==> config.mk <==
export PLATFORM = sky130hd
export DESIGN_NAME = bounded_deque_with_value_delete
export DESIGN_NICKNAME = d
export VERILOG_FILES = /design/src/rtl/core/bdq_pkg.sv /design/src/rtl/core/bounded_deque_with_value_delete.sv
export SDC_FILE = /design/constraint.sdc
export NUM_CORES = 1
export LEC_CHECK = 0
export BUFFER_PORTS_ARGS = -buffer_cell sky130_fd_sc_hd__buf_2
export CAP_MARGIN = 25
export CORE_ASPECT_RATIO = 2
export CORE_MARGIN = 2
export CORE_UTILIZATION = 25
export CTS_BUF_LIST = sky130_fd_sc_hd__clkbuf_4
export DETAILED_ROUTE_END_ITERATION = 10
export PLACE_DENSITY_LB_ADDON = 0.15
export SETUP_SLACK_MARGIN = 0.3
export SYNTH_ARGS = -nofsm -noshare
export SYNTH_HDL_FRONTEND = slang
export SYNTH_SLANG_ARGS = --single-unit
==> constraint.sdc <==
create_clock -name clock -period 8.53 [get_ports clock]
set_input_delay 1.706 -clock clock [delete_from_list [all_inputs] [get_ports clock]]
set_output_delay 1.706 -clock clock [all_outputs]
set_load 0.01 [all_outputs]
==> src/rtl/core/bdq_pkg.sv <==
// Package for the bounded deque with value delete.
// Holds sizes, derived widths, the command codes and the slot wrap helper.
// Used by bounded_deque_with_value_delete; depends on nothing.
package bdq_pkg;

   localparam int DEPTH      = 32;
   localparam int READ_LIMIT = 32;
   localparam int VAL_W      = 32;
   localparam int CNTIN_W    = 6;
   localparam int CMDIN_W    = 4;
   localparam int IDX_W      = (DEPTH > 1) ? $clog2(DEPTH) : 1;
   localparam int CNT_W      = $clog2(DEPTH + 1);
   localparam int CMP_W      = (CNT_W > CNTIN_W) ? CNT_W : CNTIN_W;

   typedef enum logic [CMDIN_W-1:0] {
      CMD_PUSH_FRONT = 4'd0,
      CMD_PUSH_BACK  = 4'd1,
      CMD_POP_FRONT  = 4'd2,
      CMD_POP_BACK   = 4'd3,
      CMD_CLEAR      = 4'd4,
      CMD_DELETE     = 4'd5,
      CMD_READ_ALL   = 4'd6,
      CMD_READ_FIRST = 4'd7,
      CMD_READ_LAST  = 4'd8
   } cmd_type;

   // wrap front + offset into the circular store; offset stays below DEPTH
   function automatic logic [IDX_W-1:0] slot_of(input logic [IDX_W-1:0] front,
                                                input logic [IDX_W-1:0] offset);
      logic [IDX_W:0] sum;
      sum = {1'b0, front} + {1'b0, offset};
      if (sum >= (IDX_W+1)'(DEPTH)) begin
         sum = sum - (IDX_W+1)'(DEPTH);
      end
      return sum[IDX_W-1:0];
   endfunction

endpackage

==> src/rtl/core/bounded_deque_with_value_delete.sv <==
// Bounded double-ended queue of signed 32-bit values with delete by value.
// Circular entry memory, one sequencer, one shared compare for delete.
// Depends on bdq_pkg.
//
// Usage:
//   The req_ channel carries one command per item (push front/back, pop
//   front/back, clear, delete value, read all, read first n, read last n).
//   req_stall is high while a command is in progress or a result waits in
//   the output register. The rsp_ channel returns results from a single
//   output register; rsp_last marks the final result of a command.
//   Push, pop and clear are done in the idle state and give no result, except a
//   push into a full store, which gives one overflow result.
//   Delete value walks the held entries at one per cycle through the
//   memory read port and the shared comparator.
//   A read gives one result per entry, each through a memory read, then
//   an output load; an empty read gives one result without a value.
//   rsp_stall holds the output register and the sequencer; nothing is
//   lost. Reset empties the store at once, with no clearing pass.
module bounded_deque_with_value_delete
   import bdq_pkg::*;
(
   input  logic                      clock,
   input  logic                      reset,
   input  logic                      req_valid,
   output logic                      req_stall,
   input  logic [CMDIN_W-1:0]        req_cmd,
   input  logic signed [VAL_W-1:0]   req_operand_value,
   input  logic [CNTIN_W-1:0]        req_read_count,
   output logic                      rsp_valid,
   input  logic                      rsp_stall,
   output logic signed [VAL_W-1:0]   rsp_entry_value,
   output logic                      rsp_has_value,
   output logic                      rsp_last,
   output logic                      rsp_overflow
);

   typedef enum logic [1:0] {
      ST_IDLE,
      ST_DEL_CMP,
      ST_RD_LOAD,
      ST_RD_SEND
   } state_type;

   state_type             state_ff, state_in;
   logic [IDX_W-1:0]      front_ff, front_in;
   logic [CNT_W-1:0]      fill_ff, fill_in;
   logic [IDX_W-1:0]      idx_ff, idx_in;
   logic [CNT_W-1:0]      k_ff, k_in;
   logic [CMP_W-1:0]      left_ff, left_in;
   logic [VAL_W-1:0]      key_ff, key_in;
   logic                  rsp_valid_ff, rsp_valid_in;
   logic [VAL_W-1:0]      rsp_value_ff, rsp_value_in;
   logic                  rsp_has_ff, rsp_has_in;
   logic                  rsp_last_ff, rsp_last_in;
   logic                  rsp_ovf_ff, rsp_ovf_in;

   logic [VAL_W-1:0]      entry_store_ff [DEPTH];
   logic [VAL_W-1:0]      mem_q_ff;

   logic                  rd_en;
   logic [IDX_W-1:0]      rd_off;
   logic [IDX_W-1:0]      rd_addr;
   logic                  wr_en;
   logic [IDX_W-1:0]      wr_off;
   logic [IDX_W-1:0]      wr_addr;
   logic                  wr_at_front;
   logic [VAL_W-1:0]      wr_data;

   logic                  req_accept;
   logic                  rsp_accept;
   logic                  is_full;
   logic [IDX_W-1:0]      front_dec;
   logic [CMP_W-1:0]      fill_ext;
   logic [CMP_W-1:0]      cnt_min;
   logic [CMP_W-1:0]      n_all;
   logic [CMP_W-1:0]      n_cnt;
   logic [CMP_W-1:0]      i_next;
   logic                  key_match;

   assign req_stall  = (state_ff != ST_IDLE) || rsp_valid_ff;
   assign req_accept = req_valid && !req_stall;
   assign rsp_accept = rsp_valid_ff && !rsp_stall;

   assign rsp_valid       = rsp_valid_ff;
   assign rsp_entry_value = signed'(rsp_value_ff);
   assign rsp_has_value   = rsp_has_ff;
   assign rsp_last        = rsp_last_ff;
   assign rsp_overflow    = rsp_ovf_ff;

   assign is_full   = (fill_ff == CNT_W'(DEPTH));
   assign front_dec = (front_ff == '0) ? IDX_W'(DEPTH - 1) : front_ff - IDX_W'(1);
   assign fill_ext  = CMP_W'(fill_ff);
   assign cnt_min   = (CMP_W'(req_read_count) < fill_ext) ? CMP_W'(req_read_count)
                                                          : fill_ext;
   assign n_all     = (fill_ext > CMP_W'(READ_LIMIT)) ? CMP_W'(READ_LIMIT) : fill_ext;
   assign n_cnt     = (cnt_min > CMP_W'(READ_LIMIT)) ? CMP_W'(READ_LIMIT) : cnt_min;
   assign i_next    = CMP_W'(idx_ff) + CMP_W'(1);
   assign key_match = (mem_q_ff == key_ff);

   assign rd_addr = slot_of(front_ff, rd_off);
   assign wr_addr = wr_at_front ? front_dec : slot_of(front_ff, wr_off);

   always_comb begin
      state_in     = state_ff;
      front_in     = front_ff;
      fill_in      = fill_ff;
      idx_in       = idx_ff;
      k_in         = k_ff;
      left_in      = left_ff;
      key_in       = key_ff;
      rsp_valid_in = rsp_valid_ff && !rsp_accept;
      rsp_value_in = rsp_value_ff;
      rsp_has_in   = rsp_has_ff;
      rsp_last_in  = rsp_last_ff;
      rsp_ovf_in   = rsp_ovf_ff;
      rd_en        = 1'b0;
      rd_off       = '0;
      wr_en        = 1'b0;
      wr_off       = '0;
      wr_at_front  = 1'b0;
      wr_data      = req_operand_value;

      case (state_ff)
         ST_IDLE: begin
            if (req_accept) begin
               case (cmd_type'(req_cmd))
                  CMD_PUSH_FRONT, CMD_PUSH_BACK: begin
                     if (is_full) begin
                        rsp_valid_in = 1'b1;
                        rsp_value_in = '0;
                        rsp_has_in   = 1'b0;
                        rsp_last_in  = 1'b1;
                        rsp_ovf_in   = 1'b1;
                     end else begin
                        wr_en   = 1'b1;
                        fill_in = fill_ff + CNT_W'(1);
                        if (cmd_type'(req_cmd) == CMD_PUSH_FRONT) begin
                           wr_at_front = 1'b1;
                           front_in    = front_dec;
                        end else begin
                           wr_off = IDX_W'(fill_ff);
                        end
                     end
                  end
                  CMD_POP_FRONT: begin
                     if (fill_ff != '0) begin
                        front_in = (front_ff == IDX_W'(DEPTH - 1)) ? '0
                                                                   : front_ff + IDX_W'(1);
                        fill_in  = fill_ff - CNT_W'(1);
                     end
                  end
                  CMD_POP_BACK: begin
                     if (fill_ff != '0) begin
                        fill_in = fill_ff - CNT_W'(1);
                     end
                  end
                  CMD_CLEAR: begin
                     front_in = '0;
                     fill_in  = '0;
                  end
                  CMD_DELETE: begin
                     if (fill_ff != '0) begin
                        rd_en    = 1'b1;
                        rd_off   = '0;
                        idx_in   = '0;
                        k_in     = '0;
                        key_in   = req_operand_value;
                        state_in = ST_DEL_CMP;
                     end
                  end
                  CMD_READ_ALL, CMD_READ_FIRST, CMD_READ_LAST: begin
                     if (cmd_type'(req_cmd) == CMD_READ_ALL) begin
                        left_in = n_all;
                     end else begin
                        left_in = n_cnt;
                     end
                     if (left_in == '0) begin
                        rsp_valid_in = 1'b1;
                        rsp_value_in = '0;
                        rsp_has_in   = 1'b0;
                        rsp_last_in  = 1'b1;
                        rsp_ovf_in   = 1'b0;
                     end else begin
                        if (cmd_type'(req_cmd) == CMD_READ_LAST) begin
                           rd_off = IDX_W'(fill_ext - left_in);
                        end else begin
                           rd_off = '0;
                        end
                        rd_en    = 1'b1;
                        idx_in   = IDX_W'(CMP_W'(rd_off) + CMP_W'(1));
                        state_in = ST_RD_LOAD;
                     end
                  end
                  default: begin
                  end
               endcase
            end
         end
         ST_DEL_CMP: begin
            // keep non-matching entries, compacted toward the front
            if (!key_match) begin
               wr_en   = 1'b1;
               wr_off  = IDX_W'(k_ff);
               wr_data = mem_q_ff;
               k_in    = k_ff + CNT_W'(1);
            end
            if (i_next == fill_ext) begin
               fill_in  = k_in;
               state_in = ST_IDLE;
            end else begin
               rd_en  = 1'b1;
               rd_off = IDX_W'(i_next);
               idx_in = IDX_W'(i_next);
            end
         end
         ST_RD_LOAD: begin
            rsp_valid_in = 1'b1;
            rsp_value_in = mem_q_ff;
            rsp_has_in   = 1'b1;
            rsp_last_in  = (left_ff == CMP_W'(1));
            rsp_ovf_in   = 1'b0;
            left_in      = left_ff - CMP_W'(1);
            state_in     = (left_ff == CMP_W'(1)) ? ST_IDLE : ST_RD_SEND;
         end
         ST_RD_SEND: begin
            if (rsp_accept) begin
               rd_en    = 1'b1;
               rd_off   = idx_ff;
               idx_in   = IDX_W'(CMP_W'(idx_ff) + CMP_W'(1));
               state_in = ST_RD_LOAD;
            end
         end
         default: begin
            state_in = ST_IDLE;
         end
      endcase
   end

   always_ff @(posedge clock) begin
      if (reset) begin
         state_ff     <= ST_IDLE;
         front_ff     <= '0;
         fill_ff      <= '0;
         rsp_valid_ff <= 1'b0;
      end else begin
         state_ff     <= state_in;
         front_ff     <= front_in;
         fill_ff      <= fill_in;
         rsp_valid_ff <= rsp_valid_in;
      end
      idx_ff       <= idx_in;
      k_ff         <= k_in;
      left_ff      <= left_in;
      key_ff       <= key_in;
      rsp_value_ff <= rsp_value_in;
      rsp_has_ff   <= rsp_has_in;
      rsp_last_ff  <= rsp_last_in;
      rsp_ovf_ff   <= rsp_ovf_in;
   end

   always_ff @(posedge clock) begin
      if (wr_en) begin
         entry_store_ff[wr_addr] <= wr_data;
      end
   end

   always_ff @(posedge clock) begin
      if (rd_en) begin
         mem_q_ff <= entry_store_ff[rd_addr];
      end
   end

   a_fill_bound: assert property (@(posedge clock) disable iff (reset)
      fill_ff <= CNT_W'(DEPTH))
      else $error("fill count above depth");

   a_flag_shape: assert property (@(posedge clock) disable iff (reset)
      rsp_valid_ff && rsp_ovf_ff |-> !rsp_has_ff && rsp_last_ff)
      else $error("overflow result carries a value or lacks last");

   a_del_compact: assert property (@(posedge clock) disable iff (reset)
      state_ff == ST_DEL_CMP |-> CMP_W'(k_ff) <= CMP_W'(idx_ff))
      else $error("delete write index passed read index");

   a_clear_empty: assert property (@(posedge clock) disable iff (reset)
      req_accept && req_cmd == CMD_CLEAR |=> fill_ff == '0 && front_ff == '0)
      else $error("clear did not empty the store");

   a_del_keeps_out: assert property (@(posedge clock) disable iff (reset)
      state_ff == ST_DEL_CMP |-> !rsp_valid_ff)
      else $error("result pending during delete");

endmodule
==> results of run 1 <==
flip-flops by register name, indices dropped and copies added (netlist names):
name and cells:
state_ff 2, rsp_has_value 1, rsp_valid 1, entry_store_ff 1024, left_ff 6, mem_q_ff 32
rsp_last 1, k_ff 6, front_ff 5, idx_ff 5, fill_ext 6, rsp_entry_value 32
rsp_overflow 1, key_ff 32
area by class of cell:
class                   instances  area [um2]  area share (%)
clock inverters                84         434           0.792
inverters                      26        97.6           0.178
diodes                         10        25.0          0.0456
repair buffers                171        1300            2.38
multi-input cells             844       12100            22.1
flip-flops and latches       1154       34500            62.9
clock buffers                 433        3250            5.93
well taps                    2497        3120            5.70
per-layer routing:
| metal | share of wire, % | global-route usage (%) | vias to the layer above |
|---|---|---|---|
| met5 | 0.0093 | 0 | - |
| met4 | 2.6 | 4.94 | 2 |
| met3 | 4.7 | 3.27 | 234 |
| met2 | 51 | 24.7 | 714 |
| met1 | 42 | 17.9 | 12700 |
| li1 | - | - | 10046 |
cell usage in the layout, fill, tap and decap left out, types with 11 or more instances in the layout:
master,count
sky130_fd_sc_hd__inv_1,24
sky130_fd_sc_hd__buf_12,18
sky130_fd_sc_hd__mux4_2,160
sky130_fd_sc_hd__clkbuf_4,433
sky130_fd_sc_hd__mux2_2,34
sky130_fd_sc_hd__clkinv_2,11
sky130_fd_sc_hd__buf_4,71
sky130_fd_sc_hd__edfxtp_1,1140
sky130_fd_sc_hd__xor2_1,43
sky130_fd_sc_hd__mux2_4,30
sky130_fd_sc_hd__nor3_2,31
sky130_fd_sc_hd__nand2_1,39
sky130_fd_sc_hd__dfxtp_1,14
sky130_fd_sc_hd__clkinv_1,64
sky130_fd_sc_hd__mux4_1,160
sky130_fd_sc_hd__buf_2,82
sky130_fd_sc_hd__xnor2_1,26
sky130_fd_sc_hd__a21oi_1,32
sky130_fd_sc_hd__o21ai_0,24
sky130_fd_sc_hd__nand3_1,11
sky130_fd_sc_hd__nor2_1,34
sky130_fd_sc_hd__ha_1,29
sky130_fd_sc_hd__nor3_1,14
sky130_fd_sc_hd__and2_1,35
logic make-up (layout without fill, tap and decap cells):
| logic type | count (synthesis) | in the layout |
|---|---|---|
| buf+inv | 130 | 714 |
| compound gates | 118 | 118 |
| other cells | 0 | 10 |
| fa+ha+maj | 34 | 34 |
| mux | 390 | 390 |
| xor+xnor | 72 | 72 |
| simple gates | 230 | 230 |
| flops | 1154 | 1154 |
critical path, delay by kind of cell (launching register included):
family          cells  cell delay (ns)
mux                 3             1.22
fa+ha+maj           4             2.64
compound gates      3             1.23
buf+inv             2             0.75
simple gates        1             0.19
flops               1             0.68
report_power, final:
part / switching [mW] / internal (mW)
clock network: 2.26 / 2.45
registers: 0.0593 / 6.37
logic: 0.646 / 0.505
path summary, 6_finish.rpt:
| kind | start | to | cells after the start |
|---|---|---|---|
| hold / removal | mem_q_ff[31] | rsp_entry_value[31] | 1 |
| hold reg to reg | mem_q_ff[31] | rsp_entry_value[31] | 1 |
| setup / recovery | fill_ext[5] | mem_q_ff[25] | 13 |
| setup reg to reg | fill_ext[5] | mem_q_ff[25] | 13 |
per-stage QoR:
stage          setup slack, ns  hold WS (ns)  instance area, um2  std cells  util (%)
2_1_floorplan             1.59         0.553               47000       2128         -
3_3_place_gp             0.858         0.585               51100       4692      27.3
3_5_place_dp             0.746         0.594               51100       4692      27.3
4_1_cts                   1.36         0.437               54800       5209      29.3
5_1_grt                   1.15         0.471               54800       5215      29.3
6_report                  1.55         0.594               54800       5219      29.3
==> results_tabular.tex, run 1 <==
\begin{tabular}{lr}
\hline
Metric & Value \\
\hline
\multicolumn{2}{l}{\textbf{Status}} \\
Run status & completed \\
\multicolumn{2}{l}{\textbf{Worst setup path}} \\
Crit path required time & 9.49 ns \\
Worst R2R Setup Slack & 1.55 ns \\
Setup Crit Path Kind & reg -> reg \\
Startpoint types & flop \\
Crit path max-delay cell type & sky130\_fd\_sc\_hd\_\_fa\_4 \\
Stage delay of the slowest cell on the critical path & 1.33 ns \\
Crit path capture type & flop \\
Crit Path Max Fanout & 24 \\
CP cell instances & clkinv\_1 > ha\_1 > nand4\_1 > o21ai\_1 > o21ai\_0 > ha\_1 > fa\_1 > o221ai\_1 > fa\_4 > buf\_4 > mux4\_1 > mux4\_1 > mux2\_4 \\
Data arrival, critical path & 7.94 ns \\
\multicolumn{2}{l}{\textbf{Floorplanning}} \\
DIE WIDTH & 311 um \\
Std-Cell Rows & 225 \\
I/O pins & 83 \\
Floorplan die area & 192000 um2 \\
Starting density of the core & $\sim$25\% \\
Total core area & 187000 um2 \\
Floorplan die height & between 600 and 700 um \\
\multicolumn{2}{l}{\textbf{CTS}} \\
Buffer depth of the longest clock path & 4 \\
Hold-fix buffers at CTS & 0 \\
Clk Latency, worst-skew pair & 1.28 ns \\
Clock tree from TritonCTS & yes \\
Num CTS Buffers & 309 \\
Number of clock sinks seen by CTS & 1154 \\
Clock-pin transition on the worst setup and hold timing paths & 0.07 ns \\
Post-CTS Repair Setup Buffers & 0 \\
\# H-tree levels & 5 \\
Root Buffer Master & sky130\_fd\_sc\_hd\_\_clkbuf\_4 \\
Count of instances resized after the clock tree is built & 0 \\
\multicolumn{2}{l}{\textbf{Synthesis}} \\
Synth area leader & sky130\_fd\_sc\_hd\_\_edfxtp\_1 \\
Most numerous cell types in the synthesized netlist & sky130\_fd\_sc\_hd\_\_edfxtp\_1, sky130\_fd\_sc\_hd\_\_mux4\_1, sky130\_fd\_sc\_hd\_\_mux4\_2, sky130\_fd\_sc\_hd\_\_clkbuf\_1, sky130\_fd\_sc\_hd\_\_nor3\_1 \\
Portion of the post-synthesis area used by sequential elements & about 73\% \\
Post-Syn Instances & 2128 \\
Xor and xnor fraction of the mapped netlist area & 1.37\% \\
Cell area after synthesis & 47000 um2 \\
Unique masters post-synth & between 70 and 80 \\
Post-synth top area share & 72.8\% \\
Library cell with the highest instance count after synthesis & sky130\_fd\_sc\_hd\_\_edfxtp\_1 \\
Number of synthesis warnings & 0 \\
Fraction of synthesis flops using an asynchronous set or reset pin & 0\% \\
Simple-Gate Fraction of Synth Area & between 2 and 3\% \\
Adder-cell share of the synthesized area & 0.969\% \\
Most area-consuming cells after synthesis & sky130\_fd\_sc\_hd\_\_edfxtp\_1, sky130\_fd\_sc\_hd\_\_mux4\_1, sky130\_fd\_sc\_hd\_\_mux4\_2 \\
Average instance area after synthesis & 22.1 um2 \\
EDFF count, synth & about 1100 \\
Post-synthesis mux area share & 18.5\% \\
Commonest register cell after synthesis & sky130\_fd\_sc\_hd\_\_edfxtp\_1 \\
Main combinational cell family by area after synthesis & multiplexers \\
Compound-gate portion of the synthesized area & 1.72\% \\
Number of nets produced by synthesis & approximately 2200 \\
Number of synthesized register bits & 1154 \\
\multicolumn{2}{l}{\textbf{Detailed routing}} \\
DRC viols & 0 \\
Detailed Routing Iterations Pass 1 & 7 \\
Detail Route Antenna Nets & 0 \\
Post-DR vias/cell & approximately 4.5 \\
Routed WL per cell & roughly 27 um \\
Initial detailed-routing violation count & around 1700 \\
Sum of routed wire length over all layers & 139000 um \\
Vias & 23696 \\
\multicolumn{2}{l}{\textbf{Placed design}} \\
\# port buffers & 82 \\
Detail Placement HPWL & 74300 um \\
Routability-driven placement congestion ratio & 0.719 \\
\multicolumn{2}{l}{\textbf{Global routing}} \\
Wire length of the first global-routing pass & 193000 um \\
Pin count of the biggest net entering global routing & 65 \\
Number of global-route vias before repair & 25038 \\
Total track usage & 14.4\% \\
Global route total overflow & 0 \\
Number of antenna violations at the first check in global routing & 9 \\
\multicolumn{2}{l}{\textbf{STA}} \\
Setup clock skew after layout & around 0.12 ns \\
Final hold viol count & 0 \\
Pins Over Slew Limit & 0 \\
Portion of the clock cycle consumed by the worst path in the final layout & 81.8\% \\
Slew headroom & a little over a third \\
Setup TNS & 0 ns \\
Period minus WS final & 6.98 ns \\
Final setup violating endpoints & 0 \\
RSZ-0062 raised after global routing & false \\
Highest attainable clock frequency & 143 MHz \\
Actual slew at the worst max-slew pin & 0.959 ns \\
\multicolumn{2}{l}{\textbf{Final layout}} \\
Proportion of layout cells with a drive suffix above 1 & 33.6\% \\
Final net count & 2586 \\
Area growth from synthesis to final layout & 16.7\% \\
Number of fillers in the final layout & 18447 \\
\multicolumn{2}{l}{\textbf{Power and ir drop}} \\
Total power draw & 12.3 mW \\
Static leakage & around 17 nW \\
Largest voltage drop on the vdd net & 0.141 mV \\
Power density of the placed cells & 224 nW/um2 \\
\multicolumn{2}{l}{\textbf{Worst hold path}} \\
Worst hold path type & reg -> reg \\
\multicolumn{2}{l}{\textbf{Job}} \\
Max\_cap viols & 0 \\
\hline
\end{tabular}
Power figures use the tool's default switching activity.
==> inputs of run 2 (changes only) <==
==> constraint.sdc (replaced) <==
create_clock -name clock -period 5.9 [get_ports clock]
set_input_delay 1.18 -clock clock [delete_from_list [all_inputs] [get_ports clock]]
set_output_delay 1.18 -clock clock [all_outputs]
set_load 0.01 [all_outputs]
==> results_tabular.tex, run 2 (synthesis results as in run 1) <==
\begin{tabular}{lr}
\hline
Metric & Value \\
\hline
\multicolumn{2}{l}{\textbf{Status}} \\
Run status & completed \\
\multicolumn{2}{l}{\textbf{CTS}} \\
Clock tree from TritonCTS & yes \\
Num CTS Buffers & 303 (-1.9\%) \\
\# H-tree levels & 5 (unchanged) \\
Post-CTS Repair Setup Buffers & 0 (unchanged) \\
Root Buffer Master & sky130\_fd\_sc\_hd\_\_clkbuf\_4 \\
Number of clock sinks seen by CTS & 1154 (unchanged) \\
Clk Latency, worst-skew pair & 1.28 ns (about the same) \\
Clock-pin transition on the worst setup and hold timing paths & 0.08 ns (about the same) \\
Buffer depth of the longest clock path & 4 (unchanged) \\
\multicolumn{2}{l}{\textbf{Floorplanning}} \\
Total core area & 187000 um2 (unchanged) \\
I/O pins & 83 (unchanged) \\
Floorplan die height & 617 um (unchanged) \\
Starting density of the core & 25.1\% (unchanged) \\
Floorplan die area & 192000 um2 (unchanged) \\
DIE WIDTH & 311 um (unchanged) \\
Std-Cell Rows & 225 (unchanged) \\
\multicolumn{2}{l}{\textbf{Power and ir drop}} \\
Int Pwr & 13.5 mW (+45\%) \\
Fraction of power consumed by the clock network & 37.6\% (-0.8 points) \\
Static leakage & 19.2 nW (+9.9\%) \\
Switching power as a share of total power & 24.4\% (+0.21 points) \\
Switching power of the nets & 4.36 mW (+47\%) \\
Share of total power in sequential cells & 51.7\% (-0.6 points) \\
Largest voltage drop on the vdd net & 0.200 mV (+42\%) \\
Part of the power in combinational logic & 10.7\% (+1.3 points) \\
Power density of the placed cells & 308 nW/um2 (+37\%) \\
\multicolumn{2}{l}{\textbf{Worst setup path}} \\
Crit path required time & 6.80 ns (-2.69 ns) \\
Setup Crit Path Kind & reg -> reg \\
Crit path capture type & flop \\
Startpoint types & flop \\
Data arrival, critical path & 6.23 ns (-1.71 ns) \\
Crit Path Max Fanout & 10 (-58\%) \\
\multicolumn{2}{l}{\textbf{STA}} \\
Period minus WS final & 5.33 ns (-1.65 ns) \\
Worst hold slack & 0.179 ns (-0.415 ns) \\
Setup clock skew after layout & 0.123 ns (+0.00702 ns) \\
Slew headroom & 39.4\% (+3.4 points) \\
Portion of the clock cycle consumed by the worst path in the final layout & 90.3\% (+8.5 points) \\
Actual slew at the worst max-slew pin & 0.908 ns (-0.0511 ns) \\
Final setup violating endpoints & 0 (unchanged) \\
RSZ-0062 raised after global routing & false \\
Highest attainable clock frequency & 188 MHz (+31\%) \\
Final hold viol count & 0 (unchanged) \\
Pins Over Slew Limit & 0 (unchanged) \\
Final worst setup slack & 0.571 ns (-0.981 ns) \\
\multicolumn{2}{l}{\textbf{Global routing}} \\
Global route total overflow & 0 (unchanged) \\
Number of antenna violations at the first check in global routing & 8 (-1) \\
Total track usage & 15.1\% (+0.70 points) \\
Pin count of the biggest net entering global routing & 37 (-43\%) \\
Number of global-route vias before repair & 26243 (+4.8\%) \\
Wire length of the first global-routing pass & 204000 um (+5.3\%) \\
\multicolumn{2}{l}{\textbf{Placed design}} \\
Routability-driven placement congestion ratio & 0.756 (+5.1\%) \\
\# port buffers & 82 (unchanged) \\
Detail Placement HPWL & 93000 um (+25\%) \\
Placed instance count & 4936 (+5.2\%) \\
Post-placement setup slack & -0.325 ns (-1.07 ns) \\
\multicolumn{2}{l}{\textbf{Detailed routing}} \\
DRC viols & 0 (unchanged) \\
Detailed Routing Iterations Pass 1 & 8 (+1) \\
Detail Route Antenna Nets & 0 (unchanged) \\
Initial detailed-routing violation count & 1844 (+9.6\%) \\
Sum of routed wire length over all layers & 146000 um (+4.5\%) \\
Routed WL per cell & 26.7 um (about the same) \\
Post-DR vias/cell & 4.51 (-0.77\%) \\
Vias & 24591 (+3.8\%) \\
\multicolumn{2}{l}{\textbf{Final layout}} \\
Highest-count cells in the layout ignoring fill and taps & sky130\_fd\_sc\_hd\_\_edfxtp\_1, sky130\_fd\_sc\_hd\_\_clkbuf\_4, sky130\_fd\_sc\_hd\_\_buf\_4 \\
Final net count & 2837 (+9.7\%) \\
Flip-flop count of the largest register, all copies and words added & 1024 (unchanged) \\
Area growth from synthesis to final layout & 23.8\% \\
Post-route insts no fill & 5458 (+4.6\%) \\
Area occupied by multi-input gates & 12200 um2 (+0.59\%) \\
Most common library cell in the layout ignoring fill and taps & sky130\_fd\_sc\_hd\_\_edfxtp\_1 \\
Number of fillers in the final layout & 18178 (-1.5\%) \\
Largest register by flop count & entry\_store\_ff \\
Reg area & 34500 um2 (unchanged) \\
Proportion of layout cells with a drive suffix above 1 & 38.8\% (+5.2 points) \\
Util after Layout & 31.1\% (+1.8 points) \\
\multicolumn{2}{l}{\textbf{Job}} \\
Max\_cap viols & 0 (unchanged) \\
\multicolumn{2}{l}{\textbf{Worst hold path}} \\
Worst hold path type & in -> reg \\
\hline
\end{tabular}
run 2: worst paths after layout:
kind                                          endpoint  slack [ns]  depth (start not counted)                  start
worst max-delay path            entry_store_ff[23][18]        0.57                         19           mem_q_ff[13]
worst min-delay path                        key_ff[25]        0.18                          1  req_operand_value[25]
worst max register to register  entry_store_ff[23][18]        0.57                         19           mem_q_ff[13]
worst min register to register     rsp_entry_value[31]        0.62                          1           mem_q_ff[31]
run 2: metal layers:
layer	track usage (%)	part of all wire, %	wire [um]	vias to the layer above
met5	0	0.0048	7	-
li1	-	-	-	10564
met3	3.02	4.0	5860	221
met4	3.78	1.7	2470	2
met1	19.3	43	62900	13151
met2	26.2	51	74400	653
run 2: layout make-up:
| type | count | share of cell area (%) |
|---|---|---|
| Tap cell | 2497 | 5.37 |
| Clock inverter | 84 | 0.752 |
| Timing Repair Buffer | 428 | 8.10 |
| Antenna cell | 7 | 0.0301 |
| Sequential cell | 1154 | 59.3 |
| Clock buffer | 418 | 5.39 |
| Inverter | 26 | 0.168 |
| Multi-Input combinational cell | 844 | 20.9 |
run 2: critical path, cell delays in order, from the launching register on:
cell and delay (ns):
sky130_fd_sc_hd__edfxtp_1 0.55, sky130_fd_sc_hd__xor2_1 0.32, sky130_fd_sc_hd__nor4_2 0.29, sky130_fd_sc_hd__buf_4 0.19
sky130_fd_sc_hd__nand4_1 0.15, sky130_fd_sc_hd__buf_4 0.20, sky130_fd_sc_hd__or2_2 0.29, sky130_fd_sc_hd__ha_1 0.18
sky130_fd_sc_hd__a22o_1 0.23, sky130_fd_sc_hd__ha_1 0.21, sky130_fd_sc_hd__fa_1 0.42, sky130_fd_sc_hd__a21o_1 0.19
sky130_fd_sc_hd__a21oi_1 0.16, sky130_fd_sc_hd__xnor2_1 0.19, sky130_fd_sc_hd__xor2_2 0.27, sky130_fd_sc_hd__a21oi_4 0.18
sky130_fd_sc_hd__buf_4 0.27, sky130_fd_sc_hd__nor3_4 0.23, sky130_fd_sc_hd__buf_12 0.23, sky130_fd_sc_hd__buf_12 0.17
run 2: repair_timing:
item / CTS / global route
resized for setup: 1 / 3
cloned: 0 / 0
setup endpoints to repair: 10 / 158
endpoints found under the hold margin: 13 / 0
hold buffers: 13 / 0
run 2: power by group through the flow:
stage / clock, mW / combinational (mW) / sequential [mW]
6_report: 6.73 / 1.91 / 9.27
5_1_grt: 7.42 / 2.06 / 9.27
4_1_cts: 7.03 / 1.96 / 9.27
3_5_place_dp: 0 / 1.95 / 9.45
3_3_place_gp: 0 / 1.93 / 9.45
2_1_floorplan: 0 / 1.13 / 9.43
run 2: through the flow:
step,area (um2),power (mW),setup TNS (ns)
floorplan,47100,10.6,-270.35
global placement,54500,11.4,-9.00
detailed placement,54500,11.4,-7.09
CTS,58200,18.3,0
global route,58200,18.7,0
finish,58200,17.9,0
